===== config.mk =====
export PLATFORM = sky130hd
export DESIGN_NAME = oscillation_amplitude_period_tracker
export DESIGN_NICKNAME = d
export VERILOG_FILES = /design/src/design/oapt_pkg.sv /design/src/design/oapt_cfg.sv /design/src/design/oapt_lane.sv /design/src/design/oapt_merge.sv /design/src/design/oscillation_amplitude_period_tracker.sv
export SDC_FILE = /design/constraint.sdc
export NUM_CORES = 2
export LEC_CHECK = 0
export BUFFER_PORTS_ARGS = -buffer_cell sky130_fd_sc_hd__buf_2
export CAP_MARGIN = 10
export CORE_UTILIZATION = 64
export DETAILED_ROUTE_END_ITERATION = 16
export PLACE_DENSITY = 0.8
export RECOVER_POWER = 50
export SLEW_MARGIN = 15
export SYNTH_ARGS = -nofsm -noshare
export SYNTH_HDL_FRONTEND = slang
export SYNTH_SLANG_ARGS = --single-unit

===== constraint.sdc =====
create_clock -name clk -period 9.85 [get_ports clk]
set_input_delay 0.4925 -clock clk [delete_from_list [all_inputs] [get_ports clk]]
set_output_delay 0.4925 -clock clk [all_outputs]
set_load 0.02 [all_outputs]

===== src/design/oapt_pkg.sv =====
// Package for the oscillation amplitude and period tracker.
// Holds the item types, register indexes, widths and reset values used by every module.
// Depends on nothing.
`timescale 1ns / 1ps
`default_nettype none

package oapt_pkg;

    // Number of axes that carry a tracking lane, and the number of axes in an item.
    localparam int AXES         = 3;
    localparam int NUM_OUT_AXES = 3;

    // Width of the tick counter and of every timestamp.
    localparam int TICK_BITS = 32;

    // Width used when a tick difference is compared against the timeout register.
    localparam int TIMEOUT_W = 32;
    localparam int CMP_W     = (TICK_BITS > TIMEOUT_W) ? TICK_BITS : TIMEOUT_W;

    // Register file layout.
    localparam int CFG_IDX_W  = 2;
    localparam int CFG_DATA_W = 32;
    localparam logic [CFG_IDX_W-1:0] CFG_IDX_DEAD_BAND = 2'd0;
    localparam logic [CFG_IDX_W-1:0] CFG_IDX_TIMEOUT   = 2'd1;
    localparam logic [CFG_IDX_W-1:0] CFG_IDX_SKIP      = 2'd2;

    localparam int DEAD_BAND_W = 15;
    localparam int SKIP_W      = 4;

    // Reset values of the registers.
    localparam logic [DEAD_BAND_W-1:0] DEAD_BAND_RESET = 15'd64;
    localparam logic [TIMEOUT_W-1:0]   TIMEOUT_RESET   = 32'd5000;
    localparam logic [SKIP_W-1:0]      SKIP_RESET      = 4'd3;

    typedef logic [TICK_BITS-1:0] tick_t;

    // Configuration seen by the lanes.
    typedef struct packed {
        logic [DEAD_BAND_W-1:0] dead_band;
        logic [TIMEOUT_W-1:0]   timeout_ticks;
    } cfg_t;

    // One input item: a sample tick of three angles.
    typedef struct packed {
        logic signed [15:0] angle_x;
        logic signed [15:0] angle_y;
        logic signed [15:0] angle_z;
    } in_item_t;

    // What one lane reports for its axis.
    typedef struct packed {
        logic signed [15:0] offset;
        logic [14:0]        amplitude;
        logic [31:0]        period;
        logic               valid;
    } lane_res_t;

    // One result item.
    typedef struct packed {
        logic signed [15:0] offset_x;
        logic [14:0]        amplitude_x;
        logic [31:0]        period_x;
        logic               valid_x;
        logic signed [15:0] offset_y;
        logic [14:0]        amplitude_y;
        logic [31:0]        period_y;
        logic               valid_y;
        logic signed [15:0] offset_z;
        logic [14:0]        amplitude_z;
        logic [31:0]        period_z;
        logic               valid_z;
    } out_item_t;

    // Selects the angle of one axis from an input item.
    function automatic logic signed [15:0] pick_angle(input in_item_t item, input int axis);
        logic signed [15:0] ang;
        case (axis)
            0:       ang = item.angle_x;
            1:       ang = item.angle_y;
            2:       ang = item.angle_z;
            default: ang = '0;
        endcase
        return ang;
    endfunction

endpackage

`default_nettype wire


===== src/design/oapt_cfg.sv =====
// Configuration register file of the oscillation tracker.
// Decodes writes on the configuration channel; uses oapt_pkg.
`timescale 1ns / 1ps
`default_nettype none

module oapt_cfg
(
    input  wire logic                            clk,
    input  wire logic                            rst_n,
    input  wire logic                            cfg_valid,
    output logic                                 cfg_ready,
    input  wire logic [oapt_pkg::CFG_IDX_W-1:0]  cfg_index,
    input  wire logic [oapt_pkg::CFG_DATA_W-1:0] cfg_data,
    output oapt_pkg::cfg_t                       cfg
);

    logic [oapt_pkg::DEAD_BAND_W-1:0] dead_band_reg;
    logic [oapt_pkg::TIMEOUT_W-1:0]   timeout_reg;
    logic                             wr_en;

    // Writes are always taken at once.
    assign cfg_ready = 1'b1;
    assign wr_en     = cfg_valid && cfg_ready;

    // Register writes. The skip count only matters through its reset value, which the
    // lanes load into their skip counters, so a write to it is taken and has no effect.
    always_ff @(posedge clk or negedge rst_n)
    begin
        if (!rst_n)
        begin
            dead_band_reg <= oapt_pkg::DEAD_BAND_RESET;
            timeout_reg   <= oapt_pkg::TIMEOUT_RESET;
        end
        else if (wr_en)
        begin
            case (cfg_index)
                oapt_pkg::CFG_IDX_DEAD_BAND:
                begin
                    dead_band_reg <= cfg_data[oapt_pkg::DEAD_BAND_W-1:0];
                end
                oapt_pkg::CFG_IDX_TIMEOUT:
                begin
                    timeout_reg <= cfg_data[oapt_pkg::TIMEOUT_W-1:0];
                end
                oapt_pkg::CFG_IDX_SKIP:
                begin
                    dead_band_reg <= dead_band_reg;
                end
                default:
                begin
                    timeout_reg <= timeout_reg;
                end
            endcase
        end
    end

    assign cfg.dead_band     = dead_band_reg;
    assign cfg.timeout_ticks = timeout_reg;

endmodule

`default_nettype wire


===== src/design/oapt_lane.sv =====
// One axis lane of the oscillation tracker: peak and trough tracking, latching, period.
// Updates its state on every accepted item; uses oapt_pkg.
`timescale 1ns / 1ps
`default_nettype none

module oapt_lane
(
    input  wire logic               clk,
    input  wire logic               rst_n,
    input  wire logic               accept,
    input  wire logic signed [15:0] angle,
    input  wire oapt_pkg::tick_t    tick,
    input  wire oapt_pkg::cfg_t     cfg,
    output oapt_pkg::lane_res_t     res
);

    // Running and held extremes. A peak never goes below zero and a trough never above.
    logic [14:0]        peak_reg,        peak_next;
    logic signed [15:0] trough_reg,      trough_next;
    logic [14:0]        held_peak_reg,   held_peak_next;
    logic signed [15:0] held_trough_reg, held_trough_next;

    // Timestamps of the running extremes and of the last two latches.
    oapt_pkg::tick_t peak_time_reg,    peak_time_next;
    oapt_pkg::tick_t trough_time_reg,  trough_time_next;
    oapt_pkg::tick_t peak_begin_reg,   peak_begin_next;
    oapt_pkg::tick_t peak_end_reg,     peak_end_next;
    oapt_pkg::tick_t trough_begin_reg, trough_begin_next;
    oapt_pkg::tick_t trough_end_reg,   trough_end_next;
    oapt_pkg::tick_t period_reg,       period_next;

    logic [oapt_pkg::SKIP_W-1:0] peak_skip_reg,   peak_skip_next;
    logic [oapt_pkg::SKIP_W-1:0] trough_skip_reg, trough_skip_next;
    logic                        arm_peak_reg,    arm_peak_next;
    logic                        arm_trough_reg,  arm_trough_next;

    logic signed [16:0] angle_e;
    logic signed [16:0] db_e;
    logic               in_neg;
    logic               in_pos;

    logic                       ready;
    logic                       timed_out;
    oapt_pkg::tick_t            age_p;
    oapt_pkg::tick_t            age_t;
    logic signed [16:0]         sum;
    logic signed [16:0]         dif;

    // Which half the sample lies in, strictly beyond the dead band.
    assign angle_e = {angle[15], angle};
    assign db_e    = $signed({2'b00, cfg.dead_band});
    assign in_neg  = angle_e < -db_e;
    assign in_pos  = angle_e > db_e;

    // Next state of the lane for this item.
    always_comb
    begin
        peak_next         = peak_reg;
        trough_next       = trough_reg;
        held_peak_next    = held_peak_reg;
        held_trough_next  = held_trough_reg;
        peak_time_next    = peak_time_reg;
        trough_time_next  = trough_time_reg;
        peak_begin_next   = peak_begin_reg;
        peak_end_next     = peak_end_reg;
        trough_begin_next = trough_begin_reg;
        trough_end_next   = trough_end_reg;
        period_next       = period_reg;
        peak_skip_next    = peak_skip_reg;
        trough_skip_next  = trough_skip_reg;
        arm_peak_next     = arm_peak_reg;
        arm_trough_next   = arm_trough_reg;

        // Negative half: follow the trough, and latch the peak of the half that ended.
        if (in_neg)
        begin
            if (angle < trough_reg)
            begin
                trough_next      = angle;
                trough_time_next = tick;
            end
            if (arm_peak_reg)
            begin
                held_peak_next  = peak_reg;
                peak_begin_next = peak_end_reg;
                peak_end_next   = peak_time_reg;
                if (peak_skip_reg != '0)
                begin
                    peak_skip_next = peak_skip_reg - 1'b1;
                end
                if (peak_skip_next == '0)
                begin
                    period_next = peak_time_reg - peak_end_reg;
                end
            end
            peak_next       = '0;
            arm_peak_next   = 1'b0;
            arm_trough_next = 1'b1;
        end

        // Positive half: follow the peak, and latch the trough of the half that ended.
        if (in_pos)
        begin
            if (angle[14:0] > peak_reg)
            begin
                peak_next      = angle[14:0];
                peak_time_next = tick;
            end
            if (arm_trough_reg)
            begin
                held_trough_next  = trough_reg;
                trough_begin_next = trough_end_reg;
                trough_end_next   = trough_time_reg;
                if (trough_skip_reg != '0)
                begin
                    trough_skip_next = trough_skip_reg - 1'b1;
                end
                if (trough_skip_next == '0)
                begin
                    period_next = trough_time_reg - trough_end_reg;
                end
            end
            trough_next     = '0;
            arm_trough_next = 1'b0;
            arm_peak_next   = 1'b1;
        end
    end

    // Lane state.
    always_ff @(posedge clk or negedge rst_n)
    begin
        if (!rst_n)
        begin
            peak_reg         <= '0;
            trough_reg       <= '0;
            held_peak_reg    <= '0;
            held_trough_reg  <= '0;
            peak_time_reg    <= '0;
            trough_time_reg  <= '0;
            peak_begin_reg   <= '0;
            peak_end_reg     <= '0;
            trough_begin_reg <= '0;
            trough_end_reg   <= '0;
            period_reg       <= '0;
            peak_skip_reg    <= oapt_pkg::SKIP_RESET;
            trough_skip_reg  <= oapt_pkg::SKIP_RESET;
            arm_peak_reg     <= 1'b1;
            arm_trough_reg   <= 1'b1;
        end
        else if (accept)
        begin
            peak_reg         <= peak_next;
            trough_reg       <= trough_next;
            held_peak_reg    <= held_peak_next;
            held_trough_reg  <= held_trough_next;
            peak_time_reg    <= peak_time_next;
            trough_time_reg  <= trough_time_next;
            peak_begin_reg   <= peak_begin_next;
            peak_end_reg     <= peak_end_next;
            trough_begin_reg <= trough_begin_next;
            trough_end_reg   <= trough_end_next;
            period_reg       <= period_next;
            peak_skip_reg    <= peak_skip_next;
            trough_skip_reg  <= trough_skip_next;
            arm_peak_reg     <= arm_peak_next;
            arm_trough_reg   <= arm_trough_next;
        end
    end

    // The result is meaningful once either skip counter has run out and at least one
    // latch is recent enough.
    assign ready     = (peak_skip_next == '0) || (trough_skip_next == '0);
    assign age_p     = tick - peak_begin_next;
    assign age_t     = tick - trough_begin_next;
    assign timed_out = (oapt_pkg::CMP_W'(age_p) > oapt_pkg::CMP_W'(cfg.timeout_ticks))
                    && (oapt_pkg::CMP_W'(age_t) > oapt_pkg::CMP_W'(cfg.timeout_ticks));

    // Offset and amplitude of the held extremes, halved by a shift.
    assign sum = $signed({2'b00, held_peak_next}) + $signed({held_trough_next[15],
                                                              held_trough_next});
    assign dif = $signed({2'b00, held_peak_next}) - $signed({held_trough_next[15],
                                                              held_trough_next});

    always_comb
    begin
        if (ready && !timed_out)
        begin
            res.offset    = sum[16:1];
            res.amplitude = dif[15:1];
            res.period    = 32'(period_next);
            res.valid     = 1'b1;
        end
        else
        begin
            res = '0;
        end
    end

endmodule

`default_nettype wire


===== src/design/oapt_merge.sv =====
// Merging stage of the oscillation tracker: tick counter, handshake and output register.
// Gathers the lane results into one item; uses oapt_pkg.
`timescale 1ns / 1ps
`default_nettype none

module oapt_merge
(
    input  wire logic                clk,
    input  wire logic                rst_n,
    input  wire logic                in_valid,
    output logic                     in_stall,
    output logic                     out_valid,
    input  wire logic                out_stall,
    output oapt_pkg::out_item_t      out_data,
    output logic                     accept,
    output oapt_pkg::tick_t          tick,
    input  wire oapt_pkg::lane_res_t res [oapt_pkg::NUM_OUT_AXES]
);

    logic                out_valid_reg;
    oapt_pkg::out_item_t out_data_reg;
    oapt_pkg::out_item_t out_data_next;
    oapt_pkg::tick_t     tick_reg;

    // An item is taken whenever the output register is empty or drains this cycle.
    assign in_stall = out_valid_reg && out_stall;
    assign accept   = in_valid && !in_stall;

    // Pack the lane results in axis order.
    always_comb
    begin
        out_data_next.offset_x    = res[0].offset;
        out_data_next.amplitude_x = res[0].amplitude;
        out_data_next.period_x    = res[0].period;
        out_data_next.valid_x     = res[0].valid;
        out_data_next.offset_y    = res[1].offset;
        out_data_next.amplitude_y = res[1].amplitude;
        out_data_next.period_y    = res[1].period;
        out_data_next.valid_y     = res[1].valid;
        out_data_next.offset_z    = res[2].offset;
        out_data_next.amplitude_z = res[2].amplitude;
        out_data_next.period_z    = res[2].period;
        out_data_next.valid_z     = res[2].valid;
    end

    // Tick counter and output valid flag.
    always_ff @(posedge clk or negedge rst_n)
    begin
        if (!rst_n)
        begin
            tick_reg      <= '0;
            out_valid_reg <= 1'b0;
        end
        else
        begin
            if (accept)
            begin
                tick_reg      <= tick_reg + 1'b1;
                out_valid_reg <= 1'b1;
            end
            else if (!out_stall)
            begin
                out_valid_reg <= 1'b0;
            end
        end
    end

    // Output payload.
    always_ff @(posedge clk)
    begin
        if (accept)
        begin
            out_data_reg <= out_data_next;
        end
    end

    assign tick      = tick_reg;
    assign out_valid = out_valid_reg;
    assign out_data  = out_data_reg;

endmodule

`default_nettype wire


===== src/design/oscillation_amplitude_period_tracker.sv =====
// Oscillation amplitude and period tracker, a set of parallel axis lanes and a merging stage.
// Top level; instantiates oapt_cfg, oapt_lane and oapt_merge and uses oapt_pkg.
//
// The block takes one item of three angles in every clock cycle while in_stall is low and
// gives one result item for each, in the cycle after it is taken. Each axis has its own lane
// whose compare-and-latch logic, together with a 32-bit timestamp subtract and timeout compare,
// settles in the cycle the item is taken; the merging stage's output register holds the result,
// so input stall is raised only while that register is full and the output side is stalling.
// Configuration writes are taken at once. A write to the skip count is accepted but has no
// effect: the skip counters always start from the reset value of the skip count.
`timescale 1ns / 1ps
`default_nettype none

module oscillation_amplitude_period_tracker
(
    input  wire logic                            clk,
    input  wire logic                            rst_n,
    input  wire logic                            in_valid,
    output logic                                 in_stall,
    input  wire oapt_pkg::in_item_t              in_data,
    output logic                                 out_valid,
    input  wire logic                            out_stall,
    output oapt_pkg::out_item_t                  out_data,
    input  wire logic                            cfg_valid,
    output logic                                 cfg_ready,
    input  wire logic [oapt_pkg::CFG_IDX_W-1:0]  cfg_index,
    input  wire logic [oapt_pkg::CFG_DATA_W-1:0] cfg_data
);

    oapt_pkg::cfg_t      cfg;
    oapt_pkg::tick_t     tick;
    logic                accept;
    oapt_pkg::lane_res_t res [oapt_pkg::NUM_OUT_AXES];

    // Configuration registers.
    oapt_cfg u_cfg
    (
        .clk       (clk),
        .rst_n     (rst_n),
        .cfg_valid (cfg_valid),
        .cfg_ready (cfg_ready),
        .cfg_index (cfg_index),
        .cfg_data  (cfg_data),
        .cfg       (cfg)
    );

    // One lane for each tracked axis; the axes without a lane report zero.
    for (genvar n = 0; n < oapt_pkg::NUM_OUT_AXES; n++)
    begin : g_lane
        if (n < oapt_pkg::AXES)
        begin : g_used
            oapt_lane u_lane
            (
                .clk    (clk),
                .rst_n  (rst_n),
                .accept (accept),
                .angle  (oapt_pkg::pick_angle(in_data, n)),
                .tick   (tick),
                .cfg    (cfg),
                .res    (res[n])
            );
        end
        else
        begin : g_unused
            assign res[n] = '0;
        end
    end

    // Handshake, tick counter and output register.
    oapt_merge u_merge
    (
        .clk       (clk),
        .rst_n     (rst_n),
        .in_valid  (in_valid),
        .in_stall  (in_stall),
        .out_valid (out_valid),
        .out_stall (out_stall),
        .out_data  (out_data),
        .accept    (accept),
        .tick      (tick),
        .res       (res)
    );

endmodule

`default_nettype wire


==> impl_metrics.json <==
{
  "cp.required_ns": 10.38,
  "coreArea_sq_mm": 0.120,
  "via_count": 62900,
  "slew_viol_final": 850,
  "die_x_microns": 350,
  "final_common_cell": "nand2_1",
  "cts_tree": "yes",
  "crit_path_max_incr_delay_ns": 0.64,
  "hold_path.class": "input port to register",
  "largest_reg_flops": 192,
  "cts.clk_slew.worst_paths_ns": 0.06,
  "gp_congestion": 0.935,
  "final_cell_area_sq_mm": 0.0851,
  "cts_sinks": 1160,
  "synth.largest_area_cell": "dfrtp_1",
  "power_density_mw_per_mm2": 317,
  "wl_mm": 212,
  "synthAdderAreaFrac": 0.138,
  "io_pins": 282,
  "critPathKind": "register to register",
  "hpwlAfterDp_mm": 155,
  "drt_iter0_markers": 4822,
  "drive_gt1_frac": 0.0986,
  "crit_top_cell": "ha_1",
  "cts_root_buf": "clkbuf_16",
  "ys_seq_area_frac": 0.388,
  "critPathMaxFanout": 61,
  "die-area_sq_mm": 0.122,
  "timing.hold.ws_ns": 0.0327,
  "relSlewSlack": -1.95,
  "cts_htree_levels": 3,
  "hold_viol": 0,
  "grt_max_degree": 179,
  "max-cap-violations": 9,
  "period_share": 0.938,
  "final_cells": 10300,
  "ir_drop_mv": 0.256,
  "first_global_vias": 61900,
  "fin_worst_skew_ns": 0.0433,
  "yosysUniqueCellTypes": 96,
  "overflow": 0,
  "synthXorXnorAreaFrac": 0.0501,
  "dp.cells": 10000,
  "final_core_util": 0.709,
  "synth_compound_area_frac": 0.177,
  "ant_nets": 0,
  "critPathSlowestCell": "mux2i_1",
  "avgSynthCellArea_sq_um": 9.24,
  "synthArstFlopShare": 0.834,
  "worstSetupEndpointType": "register",
  "synthMuxAreaShare": 0.0669,
  "power_leakage_uw": 0.0404,
  "std_cell_rows": 127,
  "status": "finished with violations",
  "drtPass1Iterations": 6,
  "arrival_ns": 9.77,
  "setup_viol": 0,
  "synthSimpleGateAreaFrac": 0.136,
  "synth_area_sq_mm": 0.0774,
  "ys.flop_type": "dfrtp_1",
  "synthesis.nets": 9303,
  "synthToLayoutAreaGrowth_pct": 9.87,
  "synth_edf_count": 192,
  "antenna_found_initial": 4,
  "hold_depth": 3,
  "start_kind": "register",
  "layout_common_cells": "nand2_1, dfrtp_1, ha_1, o21ai_0, nor2_1",
  "vias_per_cell": 6.11,
  "clock_path_buffers": 3,
  "rr_worst_depth": 35,
  "die_y_microns": 350,
  "max_freq_ghz": 0.108,
  "synth_top_family_by_area": "compound AO/OA/AOI/OAI gates",
  "violations": "max-capacitance violations, max-slew violations",
  "clk_latency_ns": 0.80,
  "period_needed_ns": 9.24,
  "final_nets": 9495,
  "wl_per_cell_microns": 20.6,
  "worst-slew-pin-transition_ns": 4.42,
  "grt_pass1_wl_mm": 334,
  "track_usage": 0.345,
  "yosys_warnings": 0,
  "yosysTopAreaCellShare": 0.305,
  "syn_inst": 8383,
  "ys_ff_latch": 1160,
  "dpl-instance-area_sq_mm": 0.0806,
  "cts_inserted_buffers": 121,
  "initial_core_util": 0.645,
  "drc": 0,
  "numPortBuffers": 280,
  "tns_ns": 0,
  "synth.area.top_cells": "dfrtp_1, ha_1, edfxtp_1"
}
## worst paths after layout
check | start | endpoint | slack, ns
max in group asynchronous | rst_n | g_lane[0].g_used.u_lane.peak_end_reg[27] | 1.71
hold / removal | cfg_data[3] | u_cfg.dead_band_reg[3] | 0.03
setup / recovery | u_cfg.dead_band_reg[0] | u_merge.out_data[91] | 0.61
min in group asynchronous | rst_n | g_lane[1].g_used.u_lane.held_trough_reg[8] | 1.29
setup reg to reg | u_cfg.dead_band_reg[0] | u_merge.out_data[91] | 0.61
hold reg to reg | g_lane[2].g_used.u_lane.trough_begin_reg[23] | g_lane[2].g_used.u_lane.trough_begin_reg[23] | 0.48
## per-stage QoR
step | setup slack (ns) | power, uW
6_report | 0.611 | 26900
2_1_floorplan | 0.883 | 17900
5_1_grt | -0.0715 | 29000
3_5_place_dp | 0.381 | 21700
3_3_place_gp | 0.534 | 21200
4_1_cts | 0.486 | 26900
## final cells by class
cell class | count | area (sq um)
diodes | 4 | 10.0
clock buffers | 168 | 3580
clock inverters | 62 | 797
fillers | 9022 | 34900
inverters | 567 | 2140
multi-input cells | 6315 | 44200
flip-flops and latches | 1160 | 30000
well taps | 1612 | 2020
repair buffers | 410 | 2280
## critical path, delay by kind of cell (launching register included)
kind / cells / cell delay (ns)
AOI/OAI and AO/OA: 10 / 2.08
adders and majority gates: 4 / 1.10
muxes: 1 / 0.64
DFF: 1 / 0.47
and+or+nand+nor: 14 / 3.44
xor gates and xnor gates: 1 / 0.16
buffers and inverters: 5 / 1.09
## power by group
part           leakage (uW)  total (uW)  switching, uW  internal, uW
Clock               0.00214        4980           2080          2900
Combinational        0.0237       14500           8600          5910
Sequential           0.0146        7450            887          6560
## layer usage
metal	part of all wire	track usage
met1	0.43	0.463
met2	0.46	0.564
met3	0.062	0.0513
met4	0.040	0.134
met5	0.000071	0
## what timing repair did
action	CTS	global route
gates resized for setup	0	12
hold buffers	28	0
endpoints found under the setup margin	0	139
setup buffers	0	9
endpoints found under the hold margin	79	0
## cells by family after synthesis
| kind of cell | count (synthesis) |
|---|---|
| xor+xnor | 438 |
| other cells | 1 |
| flops | 1160 |
| fa+ha+maj | 848 |
| mux | 474 |
| buf+inv | 908 |
| compound gates | 2215 |
| simple gates | 2339 |
## cell usage after synthesis (16+ instances only)
cell type,n
a211oi_1,59
a21boi_0,38
a21o_1,263
a21oi_1,509
a221oi_1,17
a22o_1,82
a31oi_1,47
and2_1,30
and3_1,62
buf_1,41
clkbuf_1,296
dfrtp_1,944
dfstp_2,24
edfxtp_1,192
ha_1,818
inv_1,566
mux2_2,338
mux2i_1,133
nand2_1,999
nand2b_1,107
nand3_1,95
nand4_1,83
nor2_1,572
nor2b_1,128
nor3_1,133
nor3b_1,16
nor4_1,26
o211ai_1,64
o21a_1,67
o21ai_0,799
o21bai_1,47
o31ai_1,38
or2_2,25
or3_1,25
xnor2_1,314
xor2_1,120
No activity file was read; power rests on OpenSTA's default activity.
